`src/sv/rc4sc_pkg.sv`:
```
// Shared types and constants for the RC4 cipher engine.
// No dependencies; imported by every module of the engine.
package rc4sc_pkg;

    // Permutation and key store geometry
    localparam int unsigned PERM_DEPTH = 256;
    localparam int unsigned ADDR_W     = 8;
    localparam int unsigned BYTE_W     = 8;
    localparam int unsigned CNT_W      = 9;

    // Key bytes kept; later key bytes are dropped
    localparam logic [CNT_W-1:0] MAX_KEY_BYTES = 9'd256;

    // Last index of the key scheduling sweep
    localparam logic [ADDR_W-1:0] LAST_IDX = 8'(PERM_DEPTH - 1);

    // Request codes
    localparam logic REQ_KEY  = 1'b0;
    localparam logic REQ_DATA = 1'b1;

    typedef struct packed {
        logic              req_type;
        logic [BYTE_W-1:0] byte_value;
        logic              key_last;
    } t_in_word;

    typedef struct packed {
        logic [BYTE_W-1:0] out_byte;
        logic              no_key;
    } t_out_word;

    // Access to the permutation memory for one cycle
    typedef struct packed {
        logic              wr_en;
        logic [ADDR_W-1:0] wr_addr;
        logic [BYTE_W-1:0] wr_data;
        logic [ADDR_W-1:0] rd_addr;
    } t_perm_req;

    typedef enum logic [3:0] {
        ST_IDLE,
        ST_GEN1,
        ST_GEN2,
        ST_GEN3,
        ST_PEND,
        ST_KINIT,
        ST_K0,
        ST_K1,
        ST_K2,
        ST_KLAST
    } t_state;

endpackage

```
`src/sv/rc4sc_perm_mem.sv`:
```
// Permutation memory: 256 x 8, one write and one registered read per cycle.
// Per-entry valid bits make unwritten entries read as the identity.
// Depends on rc4sc_pkg.
module rc4sc_perm_mem import rc4sc_pkg::*; (
    input  logic              i_clk,
    input  logic              i_rst_n,
    input  t_perm_req         i_req,
    input  logic              i_clear,
    output logic [BYTE_W-1:0] o_rd_data
);

    logic [BYTE_W-1:0]     r_mem [PERM_DEPTH];
    logic [PERM_DEPTH-1:0] r_valid;
    logic [BYTE_W-1:0]     r_rd_mem;
    logic [ADDR_W-1:0]     r_rd_addr;
    logic                  r_rd_valid;
    logic                  r_fwd;
    logic [BYTE_W-1:0]     r_fwd_data;

    // Write port
    always_ff @(posedge i_clk) begin
        if (i_req.wr_en) begin
            r_mem[i_req.wr_addr] <= i_req.wr_data;
        end
    end

    // Track written entries; clear back to identity on demand
    always_ff @(posedge i_clk) begin
        if (!i_rst_n || i_clear) begin
            r_valid <= '0;
        end else if (i_req.wr_en) begin
            r_valid[i_req.wr_addr] <= 1'b1;
        end
    end

    // Registered read, capture a same-cycle write to the same entry
    always_ff @(posedge i_clk) begin
        r_rd_mem   <= r_mem[i_req.rd_addr];
        r_rd_addr  <= i_req.rd_addr;
        r_rd_valid <= r_valid[i_req.rd_addr];
        r_fwd      <= i_req.wr_en && (i_req.wr_addr == i_req.rd_addr);
        r_fwd_data <= i_req.wr_data;
    end

    assign o_rd_data = r_fwd      ? r_fwd_data :
                       r_rd_valid ? r_rd_mem   : r_rd_addr;

endmodule

```
`src/sv/rc4_stream_cipher_unit.sv`:
```
// Top level of the RC4 cipher engine: handshake, sequencer, key store.
// Depends on rc4sc_pkg and rc4sc_perm_mem.
//
// Channel  | Direction | Handshake               | Word
// ---------+-----------+-------------------------+------------------------------
// in       | input     | i_in_valid / o_in_stall | i_in_word  (t_in_word)
// out      | output    | o_out_valid/ i_out_stall| o_out_word (t_out_word)
//
// A data word uses the single permutation memory in these steps: read S[i],
// read S[j], write S[i] and read S[S[i]+S[j]], write S[j]; the next word can
// be taken during the write of S[j] while the output is free.
// A key word that is not the last leaves the engine idle. The last key word
// starts scheduling: clear the permutation, then read S[k], read S[acc] and
// write S[k] for each of 256 entries, then a final write; no word is accepted.
// Reset is synchronous and active low; the permutation reads as identity.
// A result waiting on a stalled output is parked; input stalls until it leaves.
module rc4_stream_cipher_unit import rc4sc_pkg::*; (
    input  logic      i_clk,
    input  logic      i_rst_n,
    input  logic      i_in_valid,
    output logic      o_in_stall,
    input  t_in_word  i_in_word,
    output logic      o_out_valid,
    input  logic      i_out_stall,
    output t_out_word o_out_word
);

    t_state            r_state, n_state;
    t_perm_req         w_req;
    logic              w_clear;
    logic [BYTE_W-1:0] w_rd;

    logic              w_out_free;
    logic              w_can_take;
    logic              w_in_take;
    logic              w_take_data;
    logic              w_take_key;
    logic              w_key_room;

    // Generator state
    logic [ADDR_W-1:0] r_i, r_j, r_si, r_idx;
    logic [BYTE_W-1:0] r_val;
    logic              r_nokey;
    logic              r_keyed;
    logic [ADDR_W-1:0] w_j_new, w_idx_new;
    logic [BYTE_W-1:0] w_ks;
    t_out_word         w_res;

    // Key store and scheduling state
    logic [BYTE_W-1:0] r_key_mem [PERM_DEPTH];
    logic [BYTE_W-1:0] r_key_rd;
    logic [CNT_W-1:0]  r_key_count;
    logic [CNT_W-1:0]  w_key_len;
    logic [ADDR_W-1:0] r_k, r_acc, r_kidx;
    logic [ADDR_W-1:0] w_mix_new, w_kidx_next;
    logic [CNT_W-1:0]  w_kidx_inc;

    // Output register and parked result
    logic              r_out_valid;
    t_out_word         r_out_word;
    t_out_word         r_pend;

    rc4sc_perm_mem u_perm (
        .i_clk     (i_clk),
        .i_rst_n   (i_rst_n),
        .i_req     (w_req),
        .i_clear   (w_clear),
        .o_rd_data (w_rd)
    );

    assign w_out_free  = !r_out_valid || !i_out_stall;
    assign w_in_take   = i_in_valid && w_can_take;
    assign w_take_data = w_in_take && (i_in_word.req_type == REQ_DATA);
    assign w_take_key  = w_in_take && (i_in_word.req_type == REQ_KEY);
    assign w_key_room  = r_key_count < MAX_KEY_BYTES;

    // Generator arithmetic
    assign w_j_new   = r_j + w_rd;
    assign w_idx_new = r_si + w_rd;
    // S[j] is still old in memory; after the swap it holds S[i]
    assign w_ks      = (r_idx == r_j) ? r_si : w_rd;
    assign w_res.out_byte = r_val ^ w_ks;
    assign w_res.no_key   = r_nokey;

    // Key scheduling arithmetic
    assign w_key_len   = (r_key_count == '0) ? CNT_W'(1) : r_key_count;
    assign w_mix_new   = r_acc + w_rd + r_key_rd;
    assign w_kidx_inc  = {1'b0, r_kidx} + CNT_W'(1);
    assign w_kidx_next = (w_kidx_inc >= w_key_len) ? '0 : w_kidx_inc[ADDR_W-1:0];

    // Next state
    always_comb begin
        n_state = r_state;
        unique case (r_state) inside
            ST_IDLE, ST_GEN3, ST_PEND: begin
                if (w_take_data) begin
                    n_state = ST_GEN1;
                end else if (w_take_key) begin
                    n_state = i_in_word.key_last ? ST_KINIT : ST_IDLE;
                end else if (r_state == ST_IDLE) begin
                    n_state = ST_IDLE;
                end else if (w_out_free) begin
                    n_state = ST_IDLE;
                end else begin
                    n_state = ST_PEND;
                end
            end
            ST_GEN1:  n_state = ST_GEN2;
            ST_GEN2:  n_state = ST_GEN3;
            ST_KINIT: n_state = ST_K0;
            ST_K0:    n_state = ST_K1;
            ST_K1:    n_state = ST_K2;
            ST_K2:    n_state = (r_k == LAST_IDX) ? ST_KLAST : ST_K0;
            ST_KLAST: n_state = ST_IDLE;
            default:  n_state = ST_IDLE;
        endcase
    end

    // Memory accesses and input stall per state
    always_comb begin
        w_can_take = 1'b0;
        w_clear    = 1'b0;
        w_req      = '0;
        unique case (r_state)
            ST_IDLE: begin
                w_can_take = 1'b1;
            end
            ST_GEN1: begin
                w_req.rd_addr = w_j_new;
            end
            ST_GEN2: begin
                w_req.wr_en   = 1'b1;
                w_req.wr_addr = r_i;
                w_req.wr_data = w_rd;
                w_req.rd_addr = w_idx_new;
            end
            ST_GEN3: begin
                w_req.wr_en   = 1'b1;
                w_req.wr_addr = r_j;
                w_req.wr_data = r_si;
                w_can_take    = w_out_free;
            end
            ST_PEND: begin
                w_can_take = w_out_free;
            end
            ST_KINIT: begin
                w_clear = 1'b1;
            end
            ST_K0: begin
                // finish the previous entry's swap
                w_req.wr_en   = (r_k != '0);
                w_req.wr_addr = r_acc;
                w_req.wr_data = r_si;
                w_req.rd_addr = r_k;
            end
            ST_K1: begin
                w_req.rd_addr = w_mix_new;
            end
            ST_K2: begin
                w_req.wr_en   = 1'b1;
                w_req.wr_addr = r_k;
                w_req.wr_data = w_rd;
            end
            ST_KLAST: begin
                w_req.wr_en   = 1'b1;
                w_req.wr_addr = r_acc;
                w_req.wr_data = r_si;
            end
            default: begin
                w_can_take = 1'b0;
            end
        endcase
        // start a data word: read S[i+1]
        if (w_take_data) begin
            w_req.rd_addr = r_i + ADDR_W'(1);
        end
    end

    assign o_in_stall = !w_can_take;

    // Control registers
    always_ff @(posedge i_clk) begin
        if (!i_rst_n) begin
            r_state     <= ST_IDLE;
            r_i         <= '0;
            r_j         <= '0;
            r_key_count <= '0;
            r_keyed     <= 1'b0;
            r_out_valid <= 1'b0;
            r_k         <= '0;
            r_kidx      <= '0;
        end else begin
            r_state <= n_state;
            if (w_take_data) begin
                r_i <= r_i + ADDR_W'(1);
            end
            if (w_take_key && w_key_room) begin
                r_key_count <= r_key_count + CNT_W'(1);
            end
            if (r_state == ST_GEN1) begin
                r_j <= w_j_new;
            end
            if (r_state == ST_KINIT) begin
                r_k    <= '0;
                r_kidx <= '0;
            end
            if (r_state == ST_K1) begin
                r_kidx <= w_kidx_next;
            end
            if (r_state == ST_K2) begin
                r_k <= r_k + ADDR_W'(1);
            end
            if (r_state == ST_KLAST) begin
                r_i         <= '0;
                r_j         <= '0;
                r_key_count <= '0;
                r_keyed     <= 1'b1;
            end
            if (w_out_free) begin
                r_out_valid <= (r_state == ST_GEN3) || (r_state == ST_PEND);
            end
        end
    end

    // Datapath registers
    always_ff @(posedge i_clk) begin
        if (w_take_data) begin
            r_val   <= i_in_word.byte_value;
            r_nokey <= !r_keyed;
        end
        if (r_state == ST_GEN1 || r_state == ST_K1) begin
            r_si <= w_rd;
        end
        if (r_state == ST_GEN2) begin
            r_idx <= w_idx_new;
        end
        if (r_state == ST_KINIT) begin
            r_acc <= '0;
        end
        if (r_state == ST_K1) begin
            r_acc <= w_mix_new;
        end
        // load the output, or park the result while the output is held
        if (w_out_free) begin
            if (r_state == ST_GEN3) begin
                r_out_word <= w_res;
            end else if (r_state == ST_PEND) begin
                r_out_word <= r_pend;
            end
        end else if (r_state == ST_GEN3) begin
            r_pend <= w_res;
        end
    end

    // Key store: write on key words, read during scheduling
    always_ff @(posedge i_clk) begin
        if (w_take_key && w_key_room) begin
            r_key_mem[r_key_count[ADDR_W-1:0]] <= i_in_word.byte_value;
        end
        r_key_rd <= r_key_mem[r_kidx];
    end

    assign o_out_valid = r_out_valid;
    assign o_out_word  = r_out_word;

endmodule

```
`config.mk`:
```
export PLATFORM = sky130hd
export DESIGN_NAME = rc4_stream_cipher_unit
export DESIGN_NICKNAME = d
export VERILOG_FILES = /design/src/sv/rc4sc_pkg.sv /design/src/sv/rc4sc_perm_mem.sv /design/src/sv/rc4_stream_cipher_unit.sv
export SDC_FILE = /design/constraint.sdc
export NUM_CORES = 2
export LEC_CHECK = 0
export BUFFER_PORTS_ARGS = -buffer_cell sky130_fd_sc_hd__buf_2
export CAP_MARGIN = 20
export CORE_UTILIZATION = 35
export CTS_BUF_LIST = sky130_fd_sc_hd__clkbuf_16
export DETAILED_ROUTE_END_ITERATION = 8
export PLACE_DENSITY_LB_ADDON = 0.1
export SLEW_MARGIN = 10
export SYNTH_ARGS = -nofsm -noshare
export SYNTH_HDL_FRONTEND = slang
export SYNTH_SLANG_ARGS = --single-unit
```
`constraint.sdc`:
```
create_clock -name i_clk -period 8 [get_ports i_clk]
set_input_delay 1.6 -clock i_clk [delete_from_list [all_inputs] [get_ports i_clk]]
set_output_delay 1.6 -clock i_clk [all_outputs]
set_load 0.02 [all_outputs]
```
Yosys cells after proc, flatten, opt, wreduce, memory -nomap -nowiden
Memory sizes are Yosys's and may differ from the RTL's. A register that Yosys moved wholly into a read port is not among the register bits.
Cells that the tools add are included.

storage, ports and cells
  register bits after elaboration = 372
  memory bits (writable) = 4096
  input port bits = 14
  output and inout port bits = 11
  word-level logic and storage cells = 111
  memories = 2

operators by class
  add/subtract/negate cells = 8
  magnitude comparators = 5
  eq/ne operators = 12
  multiplexer cells = 31
  bitwise operators = 5
  reduce and logical (&&, ||, !) cells = 26

memories
  name          depth  width  read ports  clocked after Yosys merged registers in  write ports  RTL line                      RTL
  r_key_mem     256    8      1           1                                        1            rc4_stream_cipher_unit.sv:50  logic [BYTE_W-1:0] r_key_mem [PERM_DEPTH];
  u_perm.r_mem  256    8      1           1                                        1            rc4sc_perm_mem.sv:12          logic [BYTE_W-1:0] r_mem [PERM_DEPTH];

operator list
  kind                   number
  $or A256 B256 Y256     1
  $pmux W17 S5           1
  $mux W8                9
  $add A8 B8 Y8          4
  $pmux W8 S4            1
  $pmux W4 S7            1
  $mux W9                3
  $lt A8 B9 Y1 const B   2
  $add A8 B1 Y8 const B  2
  $eq A4 B3 Y1 const B   4
  $eq A8 B8 Y1           2
  $mux W4                4
  $add A8 B1 Y9 const B  1
  $add A9 B1 Y9 const B  1
  $ge A9 B9 Y1           1
  $logic_not A9 Y1       1
  $lt A9 B9 Y1 const B   1
  $bmux W1 S8            1
  $demux W1 S8           1
  $eq A4 B2 Y1 const B   2
  $eq A4 B4 Y1 const B   2
  $eq A8 B8 Y1 const B   1
  $ge A8 B1 Y1 const B   1
  $reduce_bool A8 Y1     1
  14 further kinds       39

Depth between registers and ports, before layout
  depth in word-level cells = 8
  depth in mapped cells = 22
  depth with buffers taken out = 18

By module
From an unflattened synthesis, not the netlist that was laid out.

second synthesis, totals
  cell total of the unflattened synthesis = 9002
  area total of the unflattened synthesis = 174626.2 um2

by module, submodules not included
  module                  instances  cells an instance  area each (um2)
  rc4sc_perm_mem          1          4792               89778.6
  rc4_stream_cipher_unit  1          4210               84847.6

Least setup slack after synthesis
Ideal clock, no wire load.

  path kind = register to register
  from = register u_perm.r_rd_valid
  to = memory u_perm.r_mem[0][1], data pin
  setup time = 0.866 ns
  data arrival time = 4.880 ns
  required time = 7.134 ns
  setup slack = 2.254 ns
  cell stages (with the launch flop) = 5
  path buffers = 1
  cells stage by stage = dfxtp_1 clkbuf_1 mux2i_1 o21ai_0 a22o_1

RTL lines
  element                 RTL line              RTL
  start, declared         rc4sc_perm_mem.sv:16  logic r_rd_valid;
  start signal, assigned  rc4sc_perm_mem.sv:40  r_rd_valid <= r_valid[i_req.rd_addr];
  end, declared           rc4sc_perm_mem.sv:12

Worst setup path in the final report
  from = register u_perm.r_rd_valid
  to = register u_perm.r_rd_mem[1], read port of u_perm.r_mem

between the ends
  longest elaborated chain between the ends = 6
  elaborated cells between the ends (all ways) = 8
  those cells by class = 4 x add/sub; 4 x mux

RTL lines
  element                        RTL line                       RTL
  $mux W8 *                      rc4sc_perm_mem.sv:46           r_rd_valid ? r_rd_mem : r_rd_addr;
  $mux W8 *                      rc4sc_perm_mem.sv:45           assign o_rd_data = r_fwd ? r_fwd_data :
  named net u_perm.o_rd_data[1]  rc4sc_perm_mem.sv:9            output logic [BYTE_W-1:0] o_rd_data
  $add A8 B8 Y8 (2 in series)    rc4_stream_cipher_unit.sv:87   assign w_mix_new = r_acc + w_rd + r_key_rd;
  $pmux W8 S4 *                  rc4_stream_cipher_unit.sv:124  unique case (r_state)
  $mux W8 *                      rc4_stream_cipher_unit.sv:174  if (w_take_data) begin
  end, declared                  rc4sc_perm_mem.sv:14           logic [BYTE_W-1:0] r_rd_mem;

Mark *: on every way through the listed nets, which the timed path passes. The rest lies on a longest branch.
A chain may end at the register's enable or synchronous reset.

==> metrics <==
TritonCTS clock tree=built; post-route ant nets=0; Cell Area, Synth=176300 um2; Slowest-stage cell, CP=nor4_1; layout filler cell count=45740; setup ws final=1.063 ns; RSZ-0062 raised after global routing=no; most frequent cells after synthesis=4147 x edfxtp_1, 1420 x nand2_1, 686 x mux4_2; Synth Warn #=0; number of max-cap violations=0; CTS Buffer Depth=4; vias in the first global route=96820; Post-synth top flop=edfxtp_1; residual DRC count=1; DR vias=96850; Async SR Flop Fraction=0%; reg-to-reg critical path startpoint=u_perm.r_rd_valid; IO Count=25; Die Y=711.8 um; core area=501600 um2; Design Area, Final=200800 um2; Slowest Stage Delay on Critical Path=0.88 ns; critical path startpoint category=register; Worst-Margin Slew=1.368 ns; min-delay worst type=reg2reg; cell breakdown of the critical path=mux2i_1, o21ai_1, buf_4, fa_1, ha_1, fa_1, xnor2_1, nor2_1, a21oi_1, o2111a_4, inv_6, buf_4, nor4_1, nor3_1, nor4_1, a22oi_1, o41a_1; DRT Pass-1 Iters=9; Critical Path Fanout Max=48; Placed Cells=16770; R2R depth=17; proportion of layout cells with a drive suffix above 1=16.41%; Layout Cells excl Fill=17720; global-route wire length before repair=779900 um; Req. time, crit path=8.93 ns; total power=55.82 mW; fin crit share=86.72%; Final setup viols=0; Synth area leaders=edfxtp_1 71%, mux4_2 8.8%, dfxtp_1 3.8%, nand2_1 3.0%, mux2i_1 2.8%; VDD IR max=0.2240 mV; final worst path period need=6.937 ns; Die ar.=506700 um2; Total Negative Setup Slacks=0 ns; cell count of the worst hold path=1; Syn Inst Count=10440; RePlAce Congestion=0.8567; FMAX=0.1441 GHz; sequential-to-total area share from yosys stat=74.44%; final hold viol count=0; row count=260; hold_sp=r_keyed; Lkg Pwr=63.37 nW; synthesized flop and latch total=4484; initial antenna violation count=38; P&R area growth vs syn=13.89%; Synth top area share=70.62%; Pins Over Slew Limit=0; kind of critical path=reg2reg; syn nets=10500; DR WL/cell=31.41 um; dpl ws=1.109 ns; placed cell area=185100 um2; arrival time at the worst endpoint=7.87 ns; GRT Overall Usage=21.47%; outcome=complete, but fails checks; Post-Syn Area per Cell=16.89 um2; post-CTS sizing=0; hold buffer count at cts=0; final global-route overflow total=0; die outline width=711.8 um; H-tree Lvls=5; clock root buffer=clkbuf_16; Nets=10660; DR vias/cell=5.465; most frequent cell after synthesis=edfxtp_1; EDFF count, synth=4147; final WL=556700 um; dpl hpwl=333500 um; synth unique cells=89; clock-pin slew of the registers on the worst-case setup and hold paths=0.06 ns; violated checks=DRC; largest net degree at the start of global routing=182; 1st-iter DRT viols=9904; Clock Latency Late Sink=1.04 ns; I/O Buffers=24; Setup Buffers After CTS=0; power per cell area=278.0 nW/um2; total CTS buffers=479; Starting Density=35.15%; Relative slew margins=7.977%; Yosys top cell by area=edfxtp_1; clock skew=0.05946 ns; nature of the critical path endpoint=register; FF-to-FF End=u_perm.r_rd_mem[1]; Hold EP=r_nokey; Layout Utilization=40.04%; clk sinks=4484; Fin Hold WS=0.4485 ns; R2R setup slack=1.06 ns
## worst max path at each step
| stage | startpoint | to | slack [ns] | depth (start not counted) |
|---|---|---|---|---|
| after floorplan | u_perm.r_rd_valid | u_perm.r_mem[0][1] | 2.25 | 4 |
| after global placement | u_perm.r_rd_valid | u_perm.r_rd_mem[5] | 0.92 | 17 |
| after detailed placement | u_perm.r_rd_valid | u_perm.r_rd_mem[1] | 1.11 | 17 |
| after CTS | u_perm.r_rd_valid | u_perm.r_rd_mem[1] | 1.10 | 17 |
| after global routing | u_perm.r_rd_valid | u_perm.r_rd_mem[2] | 1.11 | 17 |
| final | u_perm.r_rd_valid | u_perm.r_rd_mem[1] | 1.06 | 17 |
## kinds of logic (layout without fill, tap and decap cells)
family / after synthesis / after routing / share of synthesized area (%)
and+or+nand+nor: 2691 / 2691 / 6.480
adders and majority gates: 47 / 47 / 0.3760
DFF: 4484 / 4484 / 74.44
other: 0 / 27 / 0
buffers and inverters: 702 / 1275 / 1.882
xor gates and xnor gates: 65 / 65 / 0.3306
muxes: 1187 / 1187 / 11.62
AOI/OAI and AO/OA: 1264 / 1264 / 4.872
## layer usage
metal / share of wire [%] / vias up / global-route usage, %
met4: 3.4 / 6 / 6.620
li1: - / 41430 / -
met3: 5.8 / 761 / 3.327
met5: 0.0074 / - / 0
met2: 48 / 3135 / 35.42
met1: 43 / 51510 / 29.31
## critical path: cells and delay by family, from the launching register on
kind / cells / cell delay [ns]
AND/OR/NAND/NOR: 4 / 1.90
flip-flops: 1 / 0.57
XOR/XNOR: 1 / 0.20
buffers and inverters: 3 / 1.03
AO/OA/AOI/OAI: 5 / 1.62
multiplexers: 1 / 0.16
adder cells (fa/ha/maj): 3 / 1.17
## cells in the final DEF (no fill, tap or decap), drive strengths merged, types with 37 or more instances in the layout
cell type / synthesis / layout
clkbuf: 309 / 485
a211oi: 68 / 68
inv: 38 / 157
a31oi: 73 / 73
bufinv: 0 / 46
nor4: 121 / 121
ha: 37 / 37
and3: 80 / 80
edfxtp: 4147 / 4147
nand3: 306 / 306
o22ai: 153 / 153
o21a: 260 / 260
o21ai: 79 / 79
o221ai: 38 / 38
xnor2: 42 / 42
dfxtp: 337 / 337
clkinv: 2 / 238
nor2: 591 / 591
a21oi: 320 / 320
buf: 353 / 340
mux4: 686 / 686
nor3: 69 / 69
mux2i: 485 / 485
nand2: 1420 / 1420
a311oi: 50 / 50
a32oi: 50 / 50
## layout make-up
cell class / count / area [um2] / share of cell area, %
Multi-Input combinational cell: 5254 / 42160 / 20.99
Antenna cell: 27 / 67.56 / 0.03364
Tap cell: 6681 / 8359 / 4.162
Timing Repair Buffer: 340 / 3309 / 1.648
Inverter: 40 / 196.4 / 0.09781
Clock buffer: 485 / 12140 / 6.043
Clock inverter: 410 / 3304 / 1.645
Sequential cell: 4484 / 131300 / 65.37
## flip-flops by register name, indices dropped and copies added, names as in the netlist, 9 cells and up
| name | count |
|---|---|
| r_key_mem | 2048 |
| u_perm.r_mem | 2048 |
| u_perm.r_valid | 256 |
| o_out_word | 9 |
| r_key_count | 9 |
| r_pend | 9 |
## power by group
part | total [mW] | switching, mW | internal [mW]
sequential | 25.9 | 0.0579 | 25.8
combinational | 8.03 | 5.88 | 2.15
clock | 21.9 | 9.47 | 12.5
total | 55.8 | 15.4 | 40.4
(Power assumes the default switching activity.)
